File: src/rtl/sbp_pkg.sv
// Shared constants, status codes and a helper function of the size class buffer pool.
`timescale 1ns / 1ps

package sbp_pkg;

  // Pool geometry.
  localparam int NUM_CLASSES       = 4;
  localparam int PER_CLASS_BUFFERS = 64;

  // Field widths.
  localparam int LEN_W    = 16;
  localparam int HANDLE_W = 8;
  localparam int STATUS_W = 3;
  localparam int CLS_W    = (NUM_CLASSES > 1) ? $clog2(NUM_CLASSES) : 1;
  localparam int SLOT_W   = (PER_CLASS_BUFFERS > 1) ? $clog2(PER_CLASS_BUFFERS) : 1;
  localparam int CNT_W    = $clog2(PER_CLASS_BUFFERS + 1);
  localparam int HCLS_W   = HANDLE_W - SLOT_W;
  localparam int ADDR_W   = CLS_W + SLOT_W;
  localparam int STACK_ENTRIES = NUM_CLASSES * (2 ** SLOT_W);

  // Configuration port.
  localparam int NUM_REGS   = 4;
  localparam int CFG_IDX_W  = 2;
  localparam int CFG_DATA_W = LEN_W;

  // Operation codes.
  localparam logic OP_ALLOC = 1'b0;
  localparam logic OP_FREE  = 1'b1;

  // Result status codes.
  localparam logic [STATUS_W-1:0] ST_REUSED    = 3'd0;
  localparam logic [STATUS_W-1:0] ST_CREATED   = 3'd1;
  localparam logic [STATUS_W-1:0] ST_TOO_LONG  = 3'd2;
  localparam logic [STATUS_W-1:0] ST_EXHAUSTED = 3'd3;
  localparam logic [STATUS_W-1:0] ST_FREED     = 3'd4;
  localparam logic [STATUS_W-1:0] ST_REJECTED  = 3'd5;

  // Reset capacity of each class; classes past the fourth have no register and stay at zero.
  function automatic logic [LEN_W-1:0] class_len_reset(input int k);
    logic [LEN_W-1:0] v;
    case (k)
      0: v = 16'd64;
      1: v = 16'd256;
      2: v = 16'd1024;
      3: v = 16'd4096;
      default: v = '0;
    endcase
    return v;
  endfunction

endpackage

File: src/rtl/sbp_if.sv
// Valid/ready channel interfaces for requests into and results out of the buffer pool.
`timescale 1ns / 1ps

interface sbp_req_if;
  logic                          valid;
  logic                          ready;
  logic                          opcode;
  logic [sbp_pkg::LEN_W-1:0]     request_length;
  logic [sbp_pkg::HANDLE_W-1:0]  handle_in;

  modport source (output valid, opcode, request_length, handle_in, input ready);
  modport sink   (input valid, opcode, request_length, handle_in, output ready);
endinterface

interface sbp_rsp_if;
  logic                          valid;
  logic                          ready;
  logic [sbp_pkg::STATUS_W-1:0]  status;
  logic [sbp_pkg::HANDLE_W-1:0]  handle_out;
  logic [1:0]                    class_index;
  logic [6:0]                    class_in_use;

  modport source (output valid, status, handle_out, class_index, class_in_use, input ready);
  modport sink   (input valid, status, handle_out, class_index, class_in_use, output ready);
endinterface

File: src/rtl/size_class_buffer_pool.sv
// Top level of the size class buffer pool: class search, counters and free-stack memory.
`timescale 1ns / 1ps
// A request is accepted in S_IDLE; its result enters the output register in S_READ
// once that register is free, and no new request is taken before then, since a pop's
// slot is known only the cycle after the request, from the registered stack read.
// Reset (synchronous, rst_n low): class lengths return to 64/256/1024/4096 bytes, all
// per-class counters clear and the channels go idle. The free-stack memory is not cleared;
// an entry is only popped after a free has written it.

module size_class_buffer_pool (
  input  logic                            clk,
  input  logic                            rst_n,
  input  logic                            cfg_we,
  input  logic [sbp_pkg::CFG_IDX_W-1:0]   cfg_index,
  input  logic [sbp_pkg::CFG_DATA_W-1:0]  cfg_data,
  sbp_req_if.sink                         in_ch,
  sbp_rsp_if.source                       out_ch
);

  typedef enum logic {S_IDLE, S_READ} state_t;

  // Class lengths and per-class counters live in flip-flops; only four of each.
  logic [sbp_pkg::LEN_W-1:0] len_r     [sbp_pkg::NUM_CLASSES];
  logic [sbp_pkg::CNT_W-1:0] depth_r   [sbp_pkg::NUM_CLASSES];
  logic [sbp_pkg::CNT_W-1:0] created_r [sbp_pkg::NUM_CLASSES];
  logic [sbp_pkg::CNT_W-1:0] in_use_r  [sbp_pkg::NUM_CLASSES];

  // The free stacks of all classes share one memory, addressed by class and stack position.
  logic [sbp_pkg::SLOT_W-1:0] stack_mem [sbp_pkg::STACK_ENTRIES];
  logic [sbp_pkg::SLOT_W-1:0] mem_rdata_r;
  logic                       mem_we, mem_re;
  logic [sbp_pkg::ADDR_W-1:0] mem_addr;
  logic [sbp_pkg::SLOT_W-1:0] mem_wdata;

  state_t state_r;

  // Result held while the memory read completes.
  logic [sbp_pkg::STATUS_W-1:0] pend_status_r;
  logic [sbp_pkg::HANDLE_W-1:0] pend_handle_r;
  logic [sbp_pkg::CLS_W-1:0]    pend_cls_r;
  logic [sbp_pkg::CNT_W-1:0]    pend_in_use_r;
  logic                         pend_pop_r;

  // Output register, which parts the result channel from the request side.
  logic                         out_valid_r;
  logic [sbp_pkg::STATUS_W-1:0] out_status_r;
  logic [sbp_pkg::HANDLE_W-1:0] out_handle_r;
  logic [sbp_pkg::CLS_W-1:0]    out_cls_r;
  logic [sbp_pkg::CNT_W-1:0]    out_in_use_r;

  logic accept;
  logic out_free;

  // Decision for the request on the input channel.
  logic                         alloc_hit;
  logic [sbp_pkg::CLS_W-1:0]    alloc_cls;
  logic [sbp_pkg::HCLS_W-1:0]   free_hcls;
  logic [sbp_pkg::SLOT_W-1:0]   free_slot;
  logic                         free_cls_ok;
  logic [sbp_pkg::CLS_W-1:0]    sel_cls;
  logic [sbp_pkg::CNT_W-1:0]    sel_depth, sel_created, sel_in_use;
  logic [sbp_pkg::STATUS_W-1:0] dec_status;
  logic [sbp_pkg::HANDLE_W-1:0] dec_handle;
  logic [sbp_pkg::CLS_W-1:0]    dec_cls;
  logic [sbp_pkg::CNT_W-1:0]    dec_in_use;
  logic [sbp_pkg::CNT_W-1:0]    depth_nxt, created_nxt, in_use_nxt;
  logic                         upd_cnt;

  assign accept   = in_ch.valid && in_ch.ready;
  assign out_free = !out_valid_r || out_ch.ready;

  assign in_ch.ready        = (state_r == S_IDLE);
  assign out_ch.valid       = out_valid_r;
  assign out_ch.status      = out_status_r;
  assign out_ch.handle_out  = out_handle_r;
  assign out_ch.class_index = 2'(out_cls_r);
  assign out_ch.class_in_use = 7'(out_in_use_r);

  // First class in index order whose length covers the request.
  always_comb begin
    alloc_hit = 1'b0;
    alloc_cls = '0;
    for (int k = sbp_pkg::NUM_CLASSES - 1; k >= 0; k--) begin
      if (in_ch.request_length <= len_r[k]) begin
        alloc_hit = 1'b1;
        alloc_cls = sbp_pkg::CLS_W'(k);
      end
    end
  end

  // A handle carries its class in the upper bits and its slot in the lower bits.
  assign free_hcls   = in_ch.handle_in[sbp_pkg::HANDLE_W-1:sbp_pkg::SLOT_W];
  assign free_slot   = in_ch.handle_in[sbp_pkg::SLOT_W-1:0];
  assign free_cls_ok = (int'(free_hcls) < sbp_pkg::NUM_CLASSES);

  assign sel_cls     = (in_ch.opcode == sbp_pkg::OP_FREE) ? sbp_pkg::CLS_W'(free_hcls)
                                                          : alloc_cls;
  assign sel_depth   = depth_r[sel_cls];
  assign sel_created = created_r[sel_cls];
  assign sel_in_use  = in_use_r[sel_cls];

  always_comb begin
    dec_status  = sbp_pkg::ST_REJECTED;
    dec_handle  = '0;
    dec_cls     = '0;
    dec_in_use  = '0;
    depth_nxt   = sel_depth;
    created_nxt = sel_created;
    in_use_nxt  = sel_in_use;
    upd_cnt     = 1'b0;
    mem_we      = 1'b0;
    mem_re      = 1'b0;
    mem_addr    = {sel_cls, sel_depth[sbp_pkg::SLOT_W-1:0]};
    mem_wdata   = free_slot;
    if (in_ch.opcode == sbp_pkg::OP_ALLOC) begin
      if (!alloc_hit) begin
        dec_status = sbp_pkg::ST_TOO_LONG;
      end else if (sel_depth != '0) begin
        // Pop: the slot comes from the top of the class's stack next cycle.
        depth_nxt  = sel_depth - 1'b1;
        in_use_nxt = sel_in_use + 1'b1;
        upd_cnt    = 1'b1;
        mem_re     = accept;
        mem_addr   = {sel_cls, depth_nxt[sbp_pkg::SLOT_W-1:0]};
        dec_status = sbp_pkg::ST_REUSED;
        dec_cls    = sel_cls;
        dec_in_use = in_use_nxt;
      end else if (int'(sel_created) < sbp_pkg::PER_CLASS_BUFFERS) begin
        created_nxt = sel_created + 1'b1;
        in_use_nxt  = sel_in_use + 1'b1;
        upd_cnt     = 1'b1;
        dec_status  = sbp_pkg::ST_CREATED;
        dec_handle  = sbp_pkg::HANDLE_W'(int'(sel_cls) * sbp_pkg::PER_CLASS_BUFFERS)
                    + sbp_pkg::HANDLE_W'(sel_created);
        dec_cls     = sel_cls;
        dec_in_use  = in_use_nxt;
      end else begin
        dec_status = sbp_pkg::ST_EXHAUSTED;
        dec_cls    = sel_cls;
        dec_in_use = sel_in_use;
      end
    end else begin
      if (!free_cls_ok) begin
        dec_status = sbp_pkg::ST_REJECTED;
      end else if ((sel_in_use == '0) ||
                   (int'(sel_depth) >= sbp_pkg::PER_CLASS_BUFFERS)) begin
        // Nothing of this class is out, or its stack is full: the free changes nothing.
        dec_status = sbp_pkg::ST_REJECTED;
        dec_cls    = sel_cls;
        dec_in_use = sel_in_use;
      end else begin
        depth_nxt  = sel_depth + 1'b1;
        in_use_nxt = sel_in_use - 1'b1;
        upd_cnt    = 1'b1;
        mem_we     = accept;
        dec_status = sbp_pkg::ST_FREED;
        dec_cls    = sel_cls;
        dec_in_use = in_use_nxt;
      end
    end
  end

  // Configuration registers and per-class counters.
  always_ff @(posedge clk) begin
    if (!rst_n) begin
      for (int k = 0; k < sbp_pkg::NUM_CLASSES; k++) begin
        len_r[k]     <= sbp_pkg::class_len_reset(k);
        depth_r[k]   <= '0;
        created_r[k] <= '0;
        in_use_r[k]  <= '0;
      end
    end else begin
      for (int k = 0; k < sbp_pkg::NUM_CLASSES; k++) begin
        if (cfg_we && (int'(cfg_index) == k) && (k < sbp_pkg::NUM_REGS)) begin
          len_r[k] <= cfg_data;
        end
      end
      if (accept && upd_cnt) begin
        depth_r[sel_cls]   <= depth_nxt;
        created_r[sel_cls] <= created_nxt;
        in_use_r[sel_cls]  <= in_use_nxt;
      end
    end
  end

  // Free-stack memory; the read data register holds until the next pop.
  always_ff @(posedge clk) begin
    if (mem_we) begin
      stack_mem[mem_addr] <= mem_wdata;
    end
    if (mem_re) begin
      mem_rdata_r <= stack_mem[mem_addr];
    end
  end

  // Sequencer and output register. A request is taken in S_IDLE; in S_READ the popped
  // slot is available and the result moves to the output register once it is free.
  always_ff @(posedge clk) begin
    if (!rst_n) begin
      state_r     <= S_IDLE;
      out_valid_r <= 1'b0;
    end else begin
      if (out_valid_r && out_ch.ready) begin
        out_valid_r <= 1'b0;
      end
      case (state_r)
        S_IDLE: begin
          if (accept) begin
            pend_status_r <= dec_status;
            pend_handle_r <= dec_handle;
            pend_cls_r    <= dec_cls;
            pend_in_use_r <= dec_in_use;
            pend_pop_r    <= mem_re;
            state_r       <= S_READ;
          end
        end
        S_READ: begin
          if (out_free) begin
            out_valid_r  <= 1'b1;
            out_status_r <= pend_status_r;
            out_handle_r <= pend_pop_r
                          ? sbp_pkg::HANDLE_W'(int'(pend_cls_r) * sbp_pkg::PER_CLASS_BUFFERS)
                            + sbp_pkg::HANDLE_W'(mem_rdata_r)
                          : pend_handle_r;
            out_cls_r    <= pend_cls_r;
            out_in_use_r <= pend_in_use_r;
            state_r      <= S_IDLE;
          end
        end
        default: begin
          state_r <= S_IDLE;
        end
      endcase
    end
  end

  // Every created handle is either on its class's stack or handed out.
  for (genvar g = 0; g < sbp_pkg::NUM_CLASSES; g++) begin : g_chk
    a_conservation: assert property (@(posedge clk) disable iff (!rst_n)
      ({1'b0, depth_r[g]} + {1'b0, in_use_r[g]}) == {1'b0, created_r[g]})
      else $error("class %0d: stack depth plus in-use differs from created count", g);
    a_created_bound: assert property (@(posedge clk) disable iff (!rst_n)
      int'(created_r[g]) <= sbp_pkg::PER_CLASS_BUFFERS)
      else $error("class %0d: more handles created than the class holds", g);
  end

  a_handle_class: assert property (@(posedge clk) disable iff (!rst_n)
    (out_valid_r && ((out_status_r == sbp_pkg::ST_REUSED) ||
                     (out_status_r == sbp_pkg::ST_CREATED)))
    |-> (int'(out_handle_r) / sbp_pkg::PER_CLASS_BUFFERS == int'(out_cls_r)))
    else $error("allocated handle does not encode its class");

  a_no_handle_on_free: assert property (@(posedge clk) disable iff (!rst_n)
    (out_valid_r && ((out_status_r == sbp_pkg::ST_FREED) ||
                     (out_status_r == sbp_pkg::ST_REJECTED) ||
                     (out_status_r == sbp_pkg::ST_TOO_LONG)))
    |-> (out_handle_r == '0))
    else $error("handle given on a result that hands out no buffer");

  a_pop_read: assert property (@(posedge clk) disable iff (!rst_n)
    (accept && mem_re) |=> (state_r == S_READ) && pend_pop_r)
    else $error("pop issued without a pending read result");

endmodule
File: src/flat_wrapper.sv
// flat-port wrapper written by rule: the top's interface ports become plain ports
module size_class_buffer_pool_flat 
  (clk, rst_n, cfg_we, cfg_index, cfg_data, in_ch_valid, in_ch_opcode, in_ch_request_length, in_ch_handle_in, in_ch_ready, out_ch_valid, out_ch_status, out_ch_handle_out, out_ch_class_index, out_ch_class_in_use, out_ch_ready);
  sbp_req_if in_ch_i ();
  sbp_rsp_if out_ch_i ();
  input  logic clk;
  input  logic rst_n;
  input  logic cfg_we;
  input  logic [sbp_pkg::CFG_IDX_W-1:0] cfg_index;
  input  logic [sbp_pkg::CFG_DATA_W-1:0] cfg_data;
  input wire logic [$bits(in_ch_i.valid)-1:0] in_ch_valid;
  input wire logic [$bits(in_ch_i.opcode)-1:0] in_ch_opcode;
  input wire logic [$bits(in_ch_i.request_length)-1:0] in_ch_request_length;
  input wire logic [$bits(in_ch_i.handle_in)-1:0] in_ch_handle_in;
  output wire logic [$bits(in_ch_i.ready)-1:0] in_ch_ready;
  output wire logic [$bits(out_ch_i.valid)-1:0] out_ch_valid;
  output wire logic [$bits(out_ch_i.status)-1:0] out_ch_status;
  output wire logic [$bits(out_ch_i.handle_out)-1:0] out_ch_handle_out;
  output wire logic [$bits(out_ch_i.class_index)-1:0] out_ch_class_index;
  output wire logic [$bits(out_ch_i.class_in_use)-1:0] out_ch_class_in_use;
  input wire logic [$bits(out_ch_i.ready)-1:0] out_ch_ready;
  assign in_ch_i.valid = in_ch_valid;
  assign in_ch_i.opcode = in_ch_opcode;
  assign in_ch_i.request_length = in_ch_request_length;
  assign in_ch_i.handle_in = in_ch_handle_in;
  assign in_ch_ready = in_ch_i.ready;
  assign out_ch_valid = out_ch_i.valid;
  assign out_ch_status = out_ch_i.status;
  assign out_ch_handle_out = out_ch_i.handle_out;
  assign out_ch_class_index = out_ch_i.class_index;
  assign out_ch_class_in_use = out_ch_i.class_in_use;
  assign out_ch_i.ready = out_ch_ready;
  size_class_buffer_pool u_core (.clk(clk), .rst_n(rst_n), .cfg_we(cfg_we), .cfg_index(cfg_index), .cfg_data(cfg_data), .in_ch(in_ch_i), .out_ch(out_ch_i));
endmodule
File: config.mk
export PLATFORM = sky130hd
export DESIGN_NAME = size_class_buffer_pool_flat
export DESIGN_NICKNAME = d
export VERILOG_FILES = /design/src/rtl/sbp_pkg.sv /design/src/rtl/sbp_if.sv /design/src/rtl/size_class_buffer_pool.sv /design/src/flat_wrapper.sv
export SDC_FILE = /design/constraint.sdc
export NUM_CORES = 2
export LEC_CHECK = 0
export ABC_AREA = 1
export BUFFER_PORTS_ARGS = -buffer_cell sky130_fd_sc_hd__clkbuf_2
export CAP_MARGIN = 20
export CORE_MARGIN = 2
export CORE_UTILIZATION = 45
export DETAILED_ROUTE_END_ITERATION = 10
export PLACE_DENSITY = 0.61
export SYNTH_ARGS = -nofsm -noshare
export SYNTH_HDL_FRONTEND = slang
export SYNTH_SLANG_ARGS = --single-unit
File: constraint.sdc
create_clock -name clk -period 6.7 [get_ports clk]
set_input_delay 1.34 -clock clk [delete_from_list [all_inputs] [get_ports clk]]
set_output_delay 1.34 -clock clk [all_outputs]
set_load 0.005 [all_outputs]
# Word level (Yosys, flattened, before mapping)
# Memory sizes are Yosys's and may differ from the RTL's. A register that Yosys moved wholly into a read port is not among the register bits.
# Cells that the tools add are included.
[word_totals]
ff_bits = 43
ram_bits = 1684
in_bits = 48
out_inout_bits = 22
wordCells = 144
memories = 5
[memory_table]
columns = ["name", "depth", "word_bits", "read_ports", "rd_ports_with_merged_regs", "wr", "line_no", "source"]
rows = [
  ["u_core.stack_mem", 256, 6, 1, 1, 1, "size_class_buffer_pool.sv:29", "logic [sbp_pkg::SLOT_W-1:0] stack_mem [sbp_pkg::STACK_ENTRIES];"],
  ["u_core.len_r", 4, 16, 4, 0, 4, "size_class_buffer_pool.sv:23", "logic [sbp_pkg::LEN_W-1:0] len_r [sbp_pkg::NUM_CLASSES];"],
  ["u_core.created_r", 4, 7, 1, 0, 4, "size_class_buffer_pool.sv:25", "logic [sbp_pkg::CNT_W-1:0] created_r [sbp_pkg::NUM_CLASSES];"],
  ["u_core.depth_r", 4, 7, 1, 0, 4, "size_class_buffer_pool.sv:24", "logic [sbp_pkg::CNT_W-1:0] depth_r [sbp_pkg::NUM_CLASSES];"],
  ["u_core.in_use_r", 4, 7, 1, 0, 4, "size_class_buffer_pool.sv:26", "logic [sbp_pkg::CNT_W-1:0] in_use_r [sbp_pkg::NUM_CLASSES];"],
]
[op_classes]
n_addsub = 7
magnitude_cmp = 6
n_eq_ne = 3
muxes = 86
n_bitwise = 7
n_reduce_logical = 19
[ops]
columns = ["op", "n"]
rows = [
  ["16-bit 2-to-1 mux", 8],
  ["7-bit 2-to-1 mux", 18],
  ["16-bit less-or-equal comparator", 4],
  ["1-bit 2-to-1 mux", 41],
  ["2-bit 2-to-1 mux", 11],
  ["7-bit by 1-bit adder with 7-bit output, second input constant", 3],
  ["7-bit OR reduction", 3],
  ["6-bit 2-to-1 mux", 3],
  ["7-bit by 1-bit subtractor with 7-bit output, second input constant", 2],
  ["3-bit 2-to-1 mux", 3],
  ["8-bit by 6-bit adder with 8-bit output", 1],
  ["8-bit by 7-bit adder with 8-bit output", 1],
  ["8-bit 2-to-1 mux", 1],
  ["7-bit greater-or-equal comparator, second input constant", 1],
  ["1-bit logical AND", 7],
  ["7-bit logical NOT", 1],
  ["7-bit less-than comparator, second input constant", 1],
  ["7-bit nonzero test", 1],
  ["3-bit AND reduction", 2],
  ["2-bit equality test, second input constant", 2],
  ["1-bit bitwise OR", 4],
  ["4-bit OR reduction", 1],
  ["1-bit inverter", 3],
  ["2-bit by 1-bit equality test with 1-bit output, second input constant", 1],
  ["other kinds (4)", 5],
]

# Longest topological paths before layout
# An unclocked memory read counts as a cell.
[depth]
word_depth = 19
depth_mapped = 44
mapped_depth_nobuf = 41

# Least setup slack after synthesis
# OpenSTA, ideal clock, no wires.
[synth_timing]
kind = "input -> register"
start = "input port in_ch_request_length[15]"
end = "memory u_core.created_r[3][0] in the netlist's numbering (enable)"
setup_time_ps = 428
t_arrival_ps = 5507
t_required_ps = 6272
slack_ps = 764
stages = 23
path_buffers = 2
cell_sequence = "ha_1 > nand2_1 > nor4_2 > nand2_1 > nand2_1 > nand3_1 > nand2_1 > nand2_2 > buf_6 > nand2_4 > buf_2 > o22ai_1 > nor2_1 > o21a_1 > inv_1 > ha_1 > nand4_1 > nor2_1 > nor2_4 > nor2_1 > inv_1 > nand2_1 > o21ai_0"
[synth_rtl]
columns = ["element", "line_no", "source"]
rows = [
  ["start: declaration", "flat_wrapper.sv:13", "input wire logic [$bits(in_ch_i.request_length)-1:0] in_ch_request_length;"],
  ["end: declaration", "size_class_buffer_pool.sv:25", ""],
]

# Worst setup path in the final report
[layout_timing]
start = "input port in_ch_request_length[15]"
end = "register u_core.mem_rdata_r[0] in the netlist's numbering, read port of u_core.stack_mem (data pin)"
[layout_via]
elab_chain_len = 11
word_cells_on_any_way = 22
cone_classes = "add/sub (1); order compare (4); mux (15); reduce/logical (1); memory (1)"
[layout_rtl]
columns = ["element", "line_no", "source"]
rows = [
  ["16-bit less-or-equal comparator", "size_class_buffer_pool.sv:84", "if (in_ch.request_length <= len_r[k]) begin"],
  ["2-bit 2-to-1 mux (4 in series)", "size_class_buffer_pool.sv:84", ""],
  ["2-bit 2-to-1 mux", "size_class_buffer_pool.sv:96", "assign sel_cls = (in_ch.opcode == sbp_pkg::OP_FREE) ? sbp_pkg::CLS_W'(free_hcls)"],
  ["memory 4 x 7 bit", "-", ""],
  ["7-bit by 1-bit subtractor with 7-bit output / 7-bit nonzero test (equally long branches)", "size_class_buffer_pool.sv:120, size_class_buffer_pool.sv:118", ""],
  ["6-bit 2-to-1 mux / 1-bit 2-to-1 mux (equally long branches)", "size_class_buffer_pool.sv:118", "end else if (sel_depth != '0) begin"],
  ["6-bit 2-to-1 mux / 1-bit 2-to-1 mux (equally long branches)", "size_class_buffer_pool.sv:116", "if (!alloc_hit) begin"],
  ["6-bit 2-to-1 mux / 1-bit 2-to-1 mux (equally long branches)", "size_class_buffer_pool.sv:115", "if (in_ch.opcode == sbp_pkg::OP_ALLOC) begin"],
  ["end: declaration", "size_class_buffer_pool.sv:30", "logic [sbp_pkg::SLOT_W-1:0] mem_rdata_r;"],
]
# Parallel ways exist; a longest one is shown, timed or not.
# A chain may end at the register's enable or synchronous reset.

==> results.toml <==
[global_route]
gr-usage-all-layers_pct = 23.6
number_of_global_route_vias_before_repair = 50300
grt_pass1_wl_mm = 310
overall_overflow_remaining_after_global_route = 0
grt_max_degree = 136
grt_antenna_before_repair = 2

[critical_path]
cp_data_arrival_time_ns = 6.65
cp.required_ns = 7.26
crit_path_max_fanout = 42
crit-reg2reg-launch = "u_core.len_r[2][15]$_SDFFCE_PN0P_"
worst_path_dominant_cell_family = "simple AND/OR/NAND/NOR gates"
slowest_stage = "nor2_1"
worstRegToRegCells = 37
r2r_slack_ns = 0.92
critical_path_buf_inv_count = 7
critical_path_class = "input port to flip-flop"
crit_path_start_kind = "input port"
worst_path_most_repeated_cell = "nand2_1"
reg2reg_to = "u_core.mem_rdata_r[0]$_DFFE_PP_"
crit_path_end_kind = "flip-flop"
delay_contributed_by_the_slowest_stage_of_the_critical_path_ns = 0.42

[yosys]
synthesis.area_per_instance_um2 = 10.2
yosys-top-cells-area = "edfxtp_1 68%, nand2_1 21%, nor2_1 2.2%"
yosys.cell_types.count = 55
netlist_area_um2 = 75900
post-synth-top-area-fraction_pct = 68.5
synth_flop_cell = "edfxtp_1"
synth.ff_latch_count = 1733
synthesis.instances = 7435
synth_edf_count = 1731
synthesized_nets = 7553
ys.warnings.count = 0
synth_async_sr_flop_share_pct = 0
synth_top_cell_by_area = "edfxtp_1"
yosysSeqAreaShare_pct = 68.5

[pwr]
ir_worst_vdd_mv = 0.184
netSwitchingPower_w = 0.00834
power_frac_clock_pct = 35.5
totalPowerFinal_w = 0.0276
p_per_area_nw_per_um2 = 319
intPower_w = 0.0192
power.share.combinational_pct = 20.7
share_seq_of_total_power_pct = 43.8
cellLeakagePower_nw = 35.6
sw_share_pct = 30.2

[final_layout]
layout_common_cells = "4188 x nand2_1, 1731 x edfxtp_1, 439 x nor2_1, 268 x buf_4, 181 x clkbuf_16"
num-fill-cells = 14800
flow.area_growth_from_synthesis_pct = 13.8
final_common_cell = "nand2_1"
drive_gt1_share_pct = 10.5
layout.nets = 7783
antenna_cells = 0

[sta]
relSlewSlack_pct = 31.1
timing.final.setup_violations = 0
hold_viol_final = 0
grt_setup_unrepaired = "no"
clock.fmax_mhz = 164
period_share_pct = 90.9
period_minus_slack_ns = 6.09
report.final.slew_viol_count = 0
skew_ns = 0.0321
hold_slack_ns = 0.419
worst-slew-pin-transition_ns = 1.03

[clocking]
hold_buffers = 0
worst_setup_hold_path_clk_slew_ns = 0.06
cts-root-to-sink-buffers = 3
cts_tree = "yes"
cts_root_buf = "clkbuf_16"
cts-buffers-inserted = 179
clock-sinks = 1733
postCtsResizedCells = 0
postCtsSetupRepairBufs = 0
clk-insertion-delay-late_ns = 0.84
clock_tree.htree_level_count = 4

[detailed_routing]
via_count = 52000
routedWlPerCell_um = 20.6
postRouteAntennaNets = 0
drc_errors = 0
vias_per_cell = 5.20
drt_wl_total_mm = 206
drtPass1Iterations = 6
drt_iter0_markers = 5166

[place]
dpl.hpwl_mm = 126
port_buffers = 69
gp_congestion = 0.897

[die]
die_height_um = 415
placementRows = 150
full_die_area_um2 = 172000
total_i_o_pin_count = 70
start_util_pct = 45.3
die_w_um = 415
core_area_um2 = 167000

[min_path]
worstHoldStart = "u_core.pend_in_use_r[6]$_DFFE_PP_"
holdCritPathClass = "flip-flop to flip-flop"
holdPathEnd = "u_core.out_ch.class_in_use[6]$_DFFE_PP_"
worst_hold_path.num_cells = 0

[run]
timing.max_cap.violations = 0

[status]
outcome = "finished, final reports clean"
stage by stage:
step	utilization [%]	std cells	setup slack (ns)	area, um2	setup TNS [ns]
3_3_place_gp	48.2	9688	-0.157	80700	-0.269
5_1_grt	51.6	10000	0.238	86400	0
2_1_floorplan	-	7435	0.764	75900	0
3_5_place_dp	48.2	9688	-0.197	80700	-0.333
4_1_cts	51.6	10000	0.687	86400	0
6_report	51.6	10000	0.611	86400	0
cell usage after synthesis (26+ instances only):
cell type and count:
buf_4 26, a21oi_1 44, nand2_1 4189, o21ai_1 30, inv_1 175, buf_2 230
ha_1 70, nor2_1 440, clkbuf_1 64, nand4_1 68, nor2_2 80, nand3_1 58
o21ai_0 29, edfxtp_1 1731
layer usage:
metal / track usage, % / part of all wire [%]
met1: 32.6 / 43
met2: 38.8 / 47
met3: 3.38 / 6.9
met4: 7.37 / 2.9
met5: 0 / 0.0063
worst max-delay path by stage:
stage,from,endpoint,slack (ns),cells past startpoint
5_1_grt,in_ch_request_length[15],u_core.mem_rdata_r[0]$_DFFE_PP_,0.24,39
6_report,in_ch_request_length[15],u_core.mem_rdata_r[0]$_DFFE_PP_,0.61,37
4_1_cts,in_ch_request_length[15],u_core.mem_rdata_r[0]$_DFFE_PP_,0.69,37
3_5_place_dp,in_ch_request_length[15],u_core.mem_rdata_r[0]$_DFFE_PP_,-0.20,37
2_1_floorplan,in_ch_request_length[15],u_core.created_r[3][0]$_DFFE_PP_,0.76,23
3_3_place_gp,in_ch_request_length[15],u_core.mem_rdata_r[0]$_DFFE_PP_,-0.16,39
registers in the layout, indices dropped and copies added (netlist names):
name	count
u_core.out_ch.valid	1
u_core.len_r	64
u_core.pend_cls_r	2
u_core.created_r	28
u_core.in_use_r	28
u_core.out_ch.handle_out	8
u_core.pend_pop_r	1
u_core.state_r	1
u_core.depth_r	28
u_core.pend_in_use_r	7
u_core.out_ch.class_index	2
u_core.stack_mem	1536
u_core.pend_status_r	3
u_core.out_ch.class_in_use	7
u_core.out_ch.status	3
u_core.mem_rdata_r	6
u_core.pend_handle_r	8
cell families after synthesis:
kind of cell / synth area share [%]
multiplexers: 0.119
adder cells (fa/ha/maj): 1.15
flip-flops: 68.5
AO/OA/AOI/OAI: 1.11
XOR/XNOR: 0.127
buffers and inverters: 3.53
AND/OR/NAND/NOR: 25.4
layout make-up:
type	count	area, um2	share of cell area [%]
tap	2204	2760	3.19
multi-input combinational	5145	21300	24.6
sequential	1733	52000	60.2
timing repair buffer	410	3880	4.49
clock inverter	96	1020	1.18
inverter	196	757	0.876
clock buffer	228	4710	5.45
power by group through the flow:
stage | registers, W | clock network [W] | logic, W
2_1_floorplan | 0.0123 | 0 | 0.00347
5_1_grt | 0.0121 | 0.0103 | 0.00627
3_5_place_dp | 0.0123 | 0 | 0.00566
6_report | 0.0121 | 0.00979 | 0.00571
4_1_cts | 0.0121 | 0.00992 | 0.00568
3_3_place_gp | 0.0123 | 0 | 0.00564
(Power assumes the default switching activity.)
